## src/rtl/dpar_pkg.sv

```systemverilog
// ----------------------------------------------------------------------------
// dpar_pkg
// Types, register indexes and the error-to-step mapping shared by the
// dual peak-to-peak amplitude regulator.
// ----------------------------------------------------------------------------
package dpar_pkg;

  localparam int unsigned DATA_W = 16;
  localparam int unsigned STEP_W = 4;
  localparam int unsigned CFG_IDX_W = 4;

  typedef logic [DATA_W-1:0] data_t;
  typedef logic [STEP_W-1:0] step_t;

  typedef enum logic [CFG_IDX_W-1:0] {
    REG_TARGET_CH0 = 4'd0,
    REG_TARGET_CH1 = 4'd1,
    REG_ENABLE     = 4'd2,
    REG_AMP_LIMIT  = 4'd3
  } reg_idx_t;

  localparam data_t AMP_LIMIT_RESET = 16'd255;
  localparam data_t MIN_INIT        = 16'hFFFF;

  localparam logic [DATA_W:0] THR_BIG  = 17'd200;
  localparam logic [DATA_W:0] THR_MID  = 17'd100;
  localparam logic [DATA_W:0] THR_SML  = 17'd50;
  localparam logic [DATA_W:0] THR_TINY = 17'd20;

  localparam step_t STEP_BIG  = 4'd10;
  localparam step_t STEP_MID  = 4'd5;
  localparam step_t STEP_SML  = 4'd2;
  localparam step_t STEP_TINY = 4'd1;
  localparam step_t STEP_NONE = 4'd0;

  typedef struct packed {
    logic track;
    logic clear;
    logic capture;
    logic s2_load;
    logic amp_load;
  } lane_ctrl_t;

  typedef struct packed {
    data_t p2p;
    data_t amp;
    logic  changed;
  } lane_res_t;

  function automatic step_t err_step(input logic [DATA_W:0] mag);
    step_t st;
    if (mag > THR_BIG) begin
      st = STEP_BIG;
    end else if (mag > THR_MID) begin
      st = STEP_MID;
    end else if (mag > THR_SML) begin
      st = STEP_SML;
    end else if (mag > THR_TINY) begin
      st = STEP_TINY;
    end else begin
      st = STEP_NONE;
    end
    return st;
  endfunction

endpackage

```

## src/rtl/dual_p2p_amplitude_regulator_top.sv

```systemverilog
// ----------------------------------------------------------------------------
// dual_p2p_amplitude_regulator_top
// Tracks the peak-to-peak swing of two ADC channels per chunk and steps each
// channel's drive amplitude towards its target.
//
//   Channel  Direction  Handshake              Payload
//   in       input      in_valid / in_ready    sample_ch0, sample_ch1, chunk_end
//   out      output     out_valid / out_ready  p2p, amp and changed per channel
//   cfg      input      cfg_valid / cfg_ready  cfg_index, cfg_data
//
// One sample pair is accepted every cycle while in_ready is high. After its
// chunk-end pair is accepted, a result is held in turn by the capture, step
// and output registers.
// Reset is synchronous; it clears tracking, amplitudes and registers.
// A stalled result holds in the output register; up to three results queue
// in the pipeline before in_ready falls. cfg_ready is always high.
// ----------------------------------------------------------------------------
module dual_p2p_amplitude_regulator_top #(
  parameter int unsigned MAX_PAIRS = 256
) (
  input  logic                          clk,
  input  logic                          rst_n,
  input  logic                          in_valid,
  output logic                          in_ready,
  input  dpar_pkg::data_t               in_sample_ch0,
  input  dpar_pkg::data_t               in_sample_ch1,
  input  logic                          in_chunk_end,
  output logic                          out_valid,
  input  logic                          out_ready,
  output dpar_pkg::data_t               out_p2p_ch0,
  output dpar_pkg::data_t               out_p2p_ch1,
  output dpar_pkg::data_t               out_amp_ch0,
  output dpar_pkg::data_t               out_amp_ch1,
  output logic                          out_changed_ch0,
  output logic                          out_changed_ch1,
  input  logic                          cfg_valid,
  output logic                          cfg_ready,
  input  logic [dpar_pkg::CFG_IDX_W-1:0] cfg_index,
  input  dpar_pkg::data_t               cfg_data
);

  localparam int unsigned CNT_W = $clog2(MAX_PAIRS + 1);

  dpar_pkg::data_t target_ch0_r, target_ch1_r, amp_limit_r;
  logic            enable_r;

  logic [CNT_W-1:0] cnt_r, cnt_nxt;
  logic             s1_v_r, s1_v_nxt, s2_v_r, s2_v_nxt;
  logic             in_fire, room, s2_free, out_free;
  dpar_pkg::lane_ctrl_t ctrl;
  dpar_pkg::lane_res_t  res_ch0, res_ch1;

  assign cfg_ready = 1'b1;

  always_ff @(posedge clk) begin
    if (!rst_n) begin
      target_ch0_r <= '0;
      target_ch1_r <= '0;
      enable_r     <= 1'b0;
      amp_limit_r  <= dpar_pkg::AMP_LIMIT_RESET;
    end else if (cfg_valid) begin
      unique case (cfg_index)
        dpar_pkg::REG_TARGET_CH0: target_ch0_r <= cfg_data;
        dpar_pkg::REG_TARGET_CH1: target_ch1_r <= cfg_data;
        dpar_pkg::REG_ENABLE:     enable_r     <= cfg_data[0];
        dpar_pkg::REG_AMP_LIMIT:  amp_limit_r  <= cfg_data;
        default: ;
      endcase
    end
  end

  assign s2_free  = ~s2_v_r | out_free;
  assign in_ready = ~s1_v_r | s2_free;
  assign in_fire  = in_valid & in_ready;
  assign room     = (cnt_r < CNT_W'(MAX_PAIRS));

  always_comb begin
    ctrl.track    = in_fire & room;
    ctrl.clear    = in_fire & in_chunk_end;
    ctrl.capture  = in_fire & in_chunk_end & enable_r;
    ctrl.s2_load  = s1_v_r & s2_free;
    ctrl.amp_load = s2_v_r & out_free;
  end

  always_comb begin
    cnt_nxt = cnt_r;
    if (ctrl.clear) begin
      cnt_nxt = '0;
    end else if (ctrl.track) begin
      cnt_nxt = cnt_r + CNT_W'(1);
    end
    s1_v_nxt = s1_v_r;
    if (ctrl.capture) begin
      s1_v_nxt = 1'b1;
    end else if (ctrl.s2_load) begin
      s1_v_nxt = 1'b0;
    end
    s2_v_nxt = s2_v_r;
    if (ctrl.s2_load) begin
      s2_v_nxt = 1'b1;
    end else if (ctrl.amp_load) begin
      s2_v_nxt = 1'b0;
    end
  end

  always_ff @(posedge clk) begin
    if (!rst_n) begin
      cnt_r  <= '0;
      s1_v_r <= 1'b0;
      s2_v_r <= 1'b0;
    end else begin
      cnt_r  <= cnt_nxt;
      s1_v_r <= s1_v_nxt;
      s2_v_r <= s2_v_nxt;
    end
  end

  dpar_lane u_lane_ch0 (
    .clk       (clk),
    .rst_n     (rst_n),
    .ctrl      (ctrl),
    .sample    (in_sample_ch0),
    .target    (target_ch0_r),
    .amp_limit (amp_limit_r),
    .res       (res_ch0)
  );

  dpar_lane u_lane_ch1 (
    .clk       (clk),
    .rst_n     (rst_n),
    .ctrl      (ctrl),
    .sample    (in_sample_ch1),
    .target    (target_ch1_r),
    .amp_limit (amp_limit_r),
    .res       (res_ch1)
  );

  dpar_merge u_merge (
    .clk             (clk),
    .rst_n           (rst_n),
    .load            (ctrl.amp_load),
    .res_ch0         (res_ch0),
    .res_ch1         (res_ch1),
    .free            (out_free),
    .out_valid       (out_valid),
    .out_ready       (out_ready),
    .out_p2p_ch0     (out_p2p_ch0),
    .out_p2p_ch1     (out_p2p_ch1),
    .out_amp_ch0     (out_amp_ch0),
    .out_amp_ch1     (out_amp_ch1),
    .out_changed_ch0 (out_changed_ch0),
    .out_changed_ch1 (out_changed_ch1)
  );

  a_cnt_bound: assert property (@(posedge clk) disable iff (!rst_n)
    cnt_r <= CNT_W'(MAX_PAIRS))
    else $error("pair count beyond its limit");

  a_chunk_clear: assert property (@(posedge clk) disable iff (!rst_n)
    (in_fire && in_chunk_end) |=> (cnt_r == '0))
    else $error("tracking not cleared after chunk end");

  a_capture_en: assert property (@(posedge clk) disable iff (!rst_n)
    (in_fire && in_chunk_end) |=> (s1_v_r == $past(enable_r)))
    else $error("chunk end captured against the enable setting");

endmodule

```

## src/rtl/dpar_lane.sv

```systemverilog
// ----------------------------------------------------------------------------
// dpar_lane
// One channel lane: minimum and maximum tracking over a chunk, the step
// calculation and the amplitude update.
// ----------------------------------------------------------------------------
module dpar_lane (
  input  logic                clk,
  input  logic                rst_n,
  input  dpar_pkg::lane_ctrl_t ctrl,
  input  dpar_pkg::data_t     sample,
  input  dpar_pkg::data_t     target,
  input  dpar_pkg::data_t     amp_limit,
  output dpar_pkg::lane_res_t res
);

  dpar_pkg::data_t max_r, max_nxt, min_r, min_nxt;
  dpar_pkg::data_t max_upd, min_upd;
  dpar_pkg::data_t s1_max_r, s1_min_r;
  dpar_pkg::data_t s2_p2p_r;
  dpar_pkg::step_t s2_step_r;
  logic            s2_pos_r;
  dpar_pkg::data_t amp_r, amp_nxt;

  dpar_pkg::data_t             p2p;
  logic signed [dpar_pkg::DATA_W:0] err;
  logic [dpar_pkg::DATA_W:0]   mag;
  logic [dpar_pkg::DATA_W:0]   amp_sum;
  dpar_pkg::data_t             amp_new;

  always_comb begin
    max_upd = max_r;
    min_upd = min_r;
    if (ctrl.track) begin
      if (sample > max_r) max_upd = sample;
      if (sample < min_r) min_upd = sample;
    end
    if (ctrl.clear) begin
      max_nxt = '0;
      min_nxt = dpar_pkg::MIN_INIT;
    end else begin
      max_nxt = max_upd;
      min_nxt = min_upd;
    end
  end

  always_ff @(posedge clk) begin
    if (!rst_n) begin
      max_r <= '0;
      min_r <= dpar_pkg::MIN_INIT;
    end else begin
      max_r <= max_nxt;
      min_r <= min_nxt;
    end
  end

  always_ff @(posedge clk) begin
    if (ctrl.capture) begin
      s1_max_r <= max_upd;
      s1_min_r <= min_upd;
    end
  end

  always_comb begin
    p2p = (s1_max_r > s1_min_r) ? (s1_max_r - s1_min_r) : '0;
    err = $signed({1'b0, p2p}) - $signed({1'b0, target});
    mag = err[dpar_pkg::DATA_W] ? (dpar_pkg::DATA_W+1)'(-err) : $unsigned(err);
  end

  always_ff @(posedge clk) begin
    if (ctrl.s2_load) begin
      s2_p2p_r  <= p2p;
      s2_step_r <= dpar_pkg::err_step(mag);
      s2_pos_r  <= ~err[dpar_pkg::DATA_W];
    end
  end

  always_comb begin
    amp_sum = {1'b0, amp_r} + {{(dpar_pkg::DATA_W+1-dpar_pkg::STEP_W){1'b0}}, s2_step_r};
    amp_new = amp_r;
    if (s2_step_r != dpar_pkg::STEP_NONE) begin
      if (s2_pos_r) begin
        if (amp_r > dpar_pkg::DATA_W'(s2_step_r)) begin
          amp_new = amp_r - dpar_pkg::DATA_W'(s2_step_r);
        end
      end else if (amp_sum < {1'b0, amp_limit}) begin
        amp_new = amp_sum[dpar_pkg::DATA_W-1:0];
      end
    end
    amp_nxt = ctrl.amp_load ? amp_new : amp_r;
  end

  always_ff @(posedge clk) begin
    if (!rst_n) begin
      amp_r <= '0;
    end else begin
      amp_r <= amp_nxt;
    end
  end

  assign res.p2p     = s2_p2p_r;
  assign res.amp     = amp_new;
  assign res.changed = (s2_step_r != dpar_pkg::STEP_NONE);

endmodule

```

## src/rtl/dpar_merge.sv

```systemverilog
// ----------------------------------------------------------------------------
// dpar_merge
// Output stage: joins the results of both lanes into one registered result
// request and holds it until it is taken.
// ----------------------------------------------------------------------------
module dpar_merge (
  input  logic                clk,
  input  logic                rst_n,
  input  logic                load,
  input  dpar_pkg::lane_res_t res_ch0,
  input  dpar_pkg::lane_res_t res_ch1,
  output logic                free,
  output logic                out_valid,
  input  logic                out_ready,
  output dpar_pkg::data_t     out_p2p_ch0,
  output dpar_pkg::data_t     out_p2p_ch1,
  output dpar_pkg::data_t     out_amp_ch0,
  output dpar_pkg::data_t     out_amp_ch1,
  output logic                out_changed_ch0,
  output logic                out_changed_ch1
);

  logic                valid_r, valid_nxt;
  dpar_pkg::lane_res_t ch0_r, ch1_r;

  assign free = ~valid_r | out_ready;

  always_comb begin
    valid_nxt = valid_r;
    if (load) begin
      valid_nxt = 1'b1;
    end else if (out_ready) begin
      valid_nxt = 1'b0;
    end
  end

  always_ff @(posedge clk) begin
    if (!rst_n) begin
      valid_r <= 1'b0;
    end else begin
      valid_r <= valid_nxt;
    end
  end

  always_ff @(posedge clk) begin
    if (load) begin
      ch0_r <= res_ch0;
      ch1_r <= res_ch1;
    end
  end

  assign out_valid       = valid_r;
  assign out_p2p_ch0     = ch0_r.p2p;
  assign out_p2p_ch1     = ch1_r.p2p;
  assign out_amp_ch0     = ch0_r.amp;
  assign out_amp_ch1     = ch1_r.amp;
  assign out_changed_ch0 = ch0_r.changed;
  assign out_changed_ch1 = ch1_r.changed;

endmodule
```

## config.mk

```make
export PLATFORM = sky130hd
export DESIGN_NAME = dual_p2p_amplitude_regulator_top
export DESIGN_NICKNAME = d
export VERILOG_FILES = /design/src/rtl/dpar_pkg.sv /design/src/rtl/dual_p2p_amplitude_regulator_top.sv /design/src/rtl/dpar_lane.sv /design/src/rtl/dpar_merge.sv
export SDC_FILE = /design/constraint.sdc
export NUM_CORES = 1
export LEC_CHECK = 0
export BUFFER_PORTS_ARGS = -buffer_cell sky130_fd_sc_hd__clkbuf_2
export CORE_MARGIN = 2
export CORE_UTILIZATION = 56
export DETAILED_ROUTE_END_ITERATION = 8
export PLACE_DENSITY = 0.83
export SYNTH_ARGS = -nofsm -noshare
export SYNTH_HDL_FRONTEND = slang
export SYNTH_SLANG_ARGS = --single-unit
```

## constraint.sdc

```tcl
create_clock -name clk -period 5.7 [get_ports clk]
set_input_delay 0.285 -clock clk [delete_from_list [all_inputs] [get_ports clk]]
set_output_delay 0.285 -clock clk [all_outputs]
set_load 0.005 [all_outputs]
```

---- Word level (Yosys, flattened, before mapping) ----
Index checks and enable logic that the tools add are counted.
word-level totals
  bits in registers ....................... 329
  latch bits .............................. 0
  RAM bits ................................ 0
  ROM bits ................................ 0
  output and inout port bits .............. 69
  memories kept ........................... 0
operators by class
  add/subtract/negate cells ............... 11
  $mul .................................... 0
  div/mod/pow operators ................... 0
  $lt $le $gt $ge ......................... 19
  eq/ne operators ......................... 3
  shift-type cells ........................ 0
  multiplexer cells ....................... 32
  bitwise operators ....................... 15
  reductions and logical operators ........ 11
operator list
  operator                                                                          count
  16-bit two-way mux                                                                18
  16-bit greater-than comparator                                                    4
  16-bit by 4-bit adder with 17-bit output                                          2
  17-bit by 5-bit greater-than comparator with 1-bit output, second input constant  2
  17-bit by 6-bit greater-than comparator with 1-bit output, second input constant  2
  17-bit by 7-bit greater-than comparator with 1-bit output, second input constant  2
  17-bit by 8-bit greater-than comparator with 1-bit output, second input constant  2
  17-bit by 16-bit < comparator with 1-bit output                                   2
  17-bit two-way mux                                                                2
  17-bit negation                                                                   2
  16-bit by 16-bit subtractor with 17-bit output                                    2
  16-bit by 4-bit greater-than comparator with 1-bit output                         2
  16-bit < comparator                                                               2
  16-bit subtractor                                                                 2
  16-bit by 4-bit subtractor with 16-bit output                                     2
  4-bit two-way mux                                                                 4
  9-bit by 1-bit adder with 9-bit output, second input constant                     1
  9-bit < comparator, second input constant                                         1
  4-bit by 2-bit == test with 1-bit output, second input constant                   2
  1-bit two-way mux                                                                 8
  2-bit AND reduction                                                               4
  4-bit nonzero test                                                                2
  1-bit bitwise AND                                                                 6
  1-bit NOT                                                                         6
  other kinds (5)                                                                   9

---- Longest topological paths before layout ----
  word-level depth ........................ 9
  depth in mapped cells ................... 28
  mapped depth without buffers ............ 27

---- Cells and area by module ----
From an unflattened synthesis, not the netlist that was laid out.
second synthesis, totals
  cells, all modules ...................... 2250
  area, all modules ....................... 20786.2 µm²
modules (own cells, without submodules)
  module                            instances  cells each  area each (µm²)  sequential area each (µm²)
  dpar_lane (u_lane_ch1)            1          970         8335.5           2552.4
  dpar_lane (u_lane_ch0)            1          935         8157.8           2552.4
  dual_p2p_amplitude_regulator_top  1          275         2262.2           1201.2
  dpar_merge                        1          70          2030.7           2001.9

---- Least setup slack after synthesis ----
No wires, ideal clock.
  kind .................................... register -> register
  start ................................... register u_lane_ch0.s1_max_r[0]
  end ..................................... register u_lane_ch0.s2_step_r[1], data pin
  arrival ................................. 5.777 ns
  slack ................................... -0.343 ns
  stages on the path, launching flop included .. 27
  buffers on the path ..................... 2
  period minus slack after synthesis ...... 6.043 ns
  cell sequence ........................... edfxtp_1 > inv_1 > ha_1 > inv_1 > fa_1 > a21o_1 > a21oi_1 > o21ai_0 > a21oi_1 > o21bai_1 > a21o_1 > a21oi_1 > or2_2 > clkbuf_1 > clkbuf_1 > nor2_1 > fa_1 > a211oi_1 > o21bai_1 > a211oi_1 > o2111ai_1 > nor4_1 > nand4_1 > or3_1 > o22ai_1 > a32oi_1 > or3_1
on the way
  cells in the longest elaborated chain, start to end .. 8
RTL lines
  what                                                                 line             text
  from (decl)                                                          dpar_lane.sv:18  dpar_pkg::data_t s1_max_r, s1_min_r;
  from (signal assigned)                                               dpar_lane.sv:58  s1_max_r <= max_upd;
  16-bit subtractor or 16-bit greater-than comparator (tied branches)  dpar_lane.sv:64  p2p = (s1_max_r > s1_min_r) ? (s1_max_r - s1_min_r) : '0;
  16-bit two-way mux *                                                 dpar_lane.sv:64
  named net u_lane_ch0.p2p[1]                                          dpar_lane.sv:24  dpar_pkg::data_t p2p;
  16-bit by 16-bit subtractor with 17-bit output *                     dpar_lane.sv:65  err = $signed({1'b0, p2p}) - $signed({1'b0, target});
  17-bit negation                                                      dpar_lane.sv:66  mag = err[dpar_pkg::DATA_W] ? (dpar_pkg::DATA_W+1)'(-err) : $unsigned(err);
  17-bit two-way mux *                                                 dpar_lane.sv:66
  17-bit by 6-bit greater-than comparator with 1-bit output            dpar_pkg.sv:56   end else if (mag > THR_SML) begin
  4-bit two-way mux                                                    dpar_pkg.sv:56
  4-bit two-way mux                                                    dpar_pkg.sv:54   end else if (mag > THR_MID) begin
  to (signal assigned)                                                 dpar_lane.sv:72  s2_step_r <= dpar_pkg::err_step(mag);
  to (decl)                                                            dpar_lane.sv:20  dpar_pkg::step_t s2_step_r;
Mark *: on every way through the listed nets, which the timed path passes. The rest lies on a longest branch.
A chain may end at the register's enable or synchronous reset.

---- Worst setup path in the final report ----
  start ................................... register u_lane_ch1.s1_max_r[0]
  end ..................................... register u_lane_ch1.s2_step_r[1], data pin
on the way
  cells in the longest elaborated chain, start to end .. 8
RTL lines
  what                                                                 line
  from (decl)                                                          dpar_lane.sv:18
  from (signal assigned)                                               dpar_lane.sv:58
  16-bit subtractor or 16-bit greater-than comparator (tied branches)  dpar_lane.sv:64
  16-bit two-way mux *                                                 dpar_lane.sv:64
  named net u_lane_ch1.p2p[10]                                         dpar_lane.sv:24
  16-bit by 16-bit subtractor with 17-bit output *                     dpar_lane.sv:65
  17-bit negation                                                      dpar_lane.sv:66
  17-bit two-way mux *                                                 dpar_lane.sv:66
  17-bit by 6-bit greater-than comparator with 1-bit output            dpar_pkg.sv:56
  4-bit two-way mux                                                    dpar_pkg.sv:56
  4-bit two-way mux                                                    dpar_pkg.sv:54
  to (signal assigned)                                                 dpar_lane.sv:72
  to (decl)                                                            dpar_lane.sv:20
Marked as above.

==> flow_metrics.py <==
metrics = {
    "clock_network": {
        "cts_num_sinks": 329,
        "cts_root_buffer": "clkbuf_16",
        "cts_buffer_depth": 3,
        "cts_buffers": 36,
        "holdBufCountCts": 0,
        "htree_levels": 2,
        "cts.clk_slew.worst_paths_ns": 0.06,
        "cts_tree": "built",
        "insertion_delay_ns": 0.56,
    },
    "route": {
        "avgRoutedWirePerCell_um": 18.04,
        "drc": 0,
        "vias_per_cell": 5.981,
        "vias": 17243,
        "detail-route-antenna-nets": 0,
        "dr.pass1.iters": 6,
        "drt_iter0_drc": 1418,
        "wirelength_um": 52000,
    },
    "sta": {
        "hold_violations": 0,
        "tns_ns": -0.09014,
        "slew_headroom": 0.3126,
        "fmax_mhz": 172.8,
        "skew_ns": 0.03656,
        "slew_viol_final": 0,
        "tightest_slew_ns": 1.031,
        "fin_ws_ns": -0.08716,
        "period_minus_slack_ns": 5.787,
        "setup_violations": 2,
        "finalCritPeriodShare": 1.015,
        "rsz0062_at_grt": "true",
    },
    "floorplan": {
        "start_util": 0.5697,
        "num_rows": 70,
        "die_area_um2": 38810,
        "core-area_um2": 36610,
        "die_y_um": 197.0,
        "dieWidth_um": 197.0,
        "io-pin-count": 127,
    },
    "power": {
        "power_frac_comb": 0.098,
        "ir_drop_mv": 0.2705,
        "p_seq_frac": 0.448,
        "p_int_uw": 4316,
        "p_sw_uw": 1365,
        "cellLeakagePower_uw": 0.01032,
        "power_density_nw_per_um2": 235.5,
        "swShare": 0.2402,
        "p_clk_frac": 0.454,
    },
    "layout": {
        "areaGrowthSynthToFinish_pct": 15.64,
        "drive_gt1_frac": 0.1867,
        "final_cells": 2883,
        "nFillCells": 2859,
        "regArea_um2": 8308,
        "final_nets": 2628,
        "num_antenna_cells": 0,
        "multi_input_area_um2": 11860,
    },
    "setup_path": {
        "cp.required_ns": 5.98,
        "critPathMaxFanout": 7,
        "rr_endpoint": "u_lane_ch1.s2_step_r[1]",
        "crit_arrival_ns": 6.07,
        "reg2reg_from": "u_lane_ch1.s1_max_r[0]",
        "r2r_cells": 28,
        "slowest_delay_ns": 0.40,
        "worstSetupPathType": "reg -> reg",
        "r2r_slack_ns": -0.09,
        "startpoint_type": "flop",
        "crit_path_end_kind": "flop",
        "cp_slowest_cell": "or3_1",
    },
    "synth": {
        "netlist_instances": 2216,
        "yosysMostFrequentCell": "nor2_1",
        "synth_top_area_frac": 0.2476,
        "yosys-top-cells-area": "edfxtp_1 25%, dfxtp_1 15%, ha_1 10%",
        "yosys_warnings": 0,
        "synth_nets": 2457,
        "synth_area_um2": 20860,
        "yosysUniqueCellTypes": 99,
        "synthArstFlopShare": 0,
        "yosysSeqAreaShare": 0.3983,
        "syn_area_per_cell_um2": 9.412,
        "synth_flop_cell": "edfxtp_1",
        "ys_ff_latch": 329,
        "yosysTopAreaCell": "edfxtp_1",
        "ys_top_cells_by_count": "216 x nor2_1, 195 x inv_1, 175 x ha_1",
        "synth_edf_count": 172,
    },
    "global_routing": {
        "grtUsageMet3": 0.05322,
        "grt_start_max_net_pins": 65,
        "antenna_found_initial": 0,
        "first_global_vias": 16720,
        "overflow": 0,
        "grt_usage": 0.2616,
        "use_met1": 0.3284,
        "grt_first_pass_wirelength_um": 82280,
        "busiest_layer": "met2",
        "grtUsageMet2": 0.4505,
    },
    "worst_hold_path": {
        "worstHoldPathType": "in -> reg",
        "min_from": "cfg_data[14]",
        "whs_endpoint": "amp_limit_r[14]",
        "min_path_cells": 3,
    },
    "job": {
        "cap_violations": 0,
    },
    "status": {
        "violations": "setup timing",
        "status": "complete, but fails checks",
    },
    "placement": {
        "dp_cells": 2790,
        "numPortBuffers": 125,
        "gp_congestion": 0.9180,
        "place_hpwl_um": 38020,
    },
}
==> placed cells by master (no fill, tap or decap), drive strengths merged, types with 91 or more instances in the layout <==
cell      n
dfxtp   157
a21oi    99
o21ai    98
ha      175
inv     201
clkbuf  164
edfxtp  172
buf      91
nor2    217
nand2   131
==> through the flow <==
stage | hold WS, ns | setup WS, ns | util | power [uW] | area [um^2]
after floorplan | 0.4003 | -0.007720 | - | 2958 | 20940
after global placement | 0.4019 | 0.05160 | 0.6095 | 3094 | 22320
after detailed placement | 0.4057 | -0.06923 | 0.6095 | 3116 | 22320
after CTS | 0.03634 | 0.005115 | 0.6512 | 5695 | 23840
after global routing | 0.06281 | -0.3276 | 0.6589 | 5860 | 24120
final | 0.06454 | -0.08716 | 0.6589 | 5681 | 24120
==> routing by layer <==
metal | part of all wire | wire, um
met1 | 0.42 | 21700
met2 | 0.48 | 24870
met3 | 0.073 | 3802
met4 | 0.030 | 1575
met5 | 0.00090 | 47
==> how the worst max path moves through the flow <==
stage                           startpoint                       to  slack (ns)  cells after the start
finish              u_lane_ch1.s1_max_r[0]  u_lane_ch1.s2_step_r[1]       -0.09                     28
global route        u_lane_ch1.s1_max_r[0]  u_lane_ch1.s2_step_r[1]       -0.33                     25
CTS                 u_lane_ch1.s1_max_r[0]  u_lane_ch1.s2_step_r[1]       0.005                     28
detailed placement  u_lane_ch0.s1_max_r[0]  u_lane_ch0.s2_step_r[1]       -0.07                     26
global placement    u_lane_ch1.s1_max_r[0]  u_lane_ch1.s2_step_r[1]        0.05                     26
floorplan           u_lane_ch0.s1_max_r[0]  u_lane_ch0.s2_step_r[1]      -0.008                     28
==> power groups by stage <==
stage / clock (uW) / combinational (uW) / sequential, uW
after floorplan: 0 / 371 / 2590
after global placement: 0 / 503 / 2590
after detailed placement: 0 / 523 / 2590
after CTS: 2620 / 538 / 2540
after global routing: 2700 / 613 / 2550
final: 2580 / 557 / 2540
==> cell type report <==
type,count,area share
clock inverter,27,0.01598
multi-input combinational,1605,0.4915
inverter,199,0.03102
clock buffer,39,0.03823
timing repair buffer,216,0.05457
sequential,329,0.3444
tap,468,0.02428
==> what timing repair did <==
action	4_1_cts	5_1_grt
cloned	0	0
buffers inserted	17	10
resized for setup	18	56
endpoints found under the setup margin	5	8
pin swaps	18	22
endpoints found under the hold margin	0	0
==> worst max-delay path, delay by kind of cell, from the launching register on <==
kind                       cells  cell delay, ns
AOI/OAI and AO/OA             13            2.40
and+or+nand+nor                6            1.22
adders and majority gates      3            0.82
buffers and inverters          5            0.54
DFF                            1            0.36
xor gates and xnor gates       1            0.21
==> cells by family after synthesis <==
logic type | Yosys count | share of synthesized area
AND/OR/NAND/NOR | 718 | 0.1730
AO/OA/AOI/OAI | 474 | 0.1552
flip-flops | 329 | 0.3983
buffers and inverters | 282 | 0.05315
adder cells (fa/ha/maj) | 183 | 0.1127
multiplexers | 125 | 0.06347
XOR/XNOR | 104 | 0.04403
other | 1 | 0.0001798
Note: power is estimated with default switching activity, not from simulation.
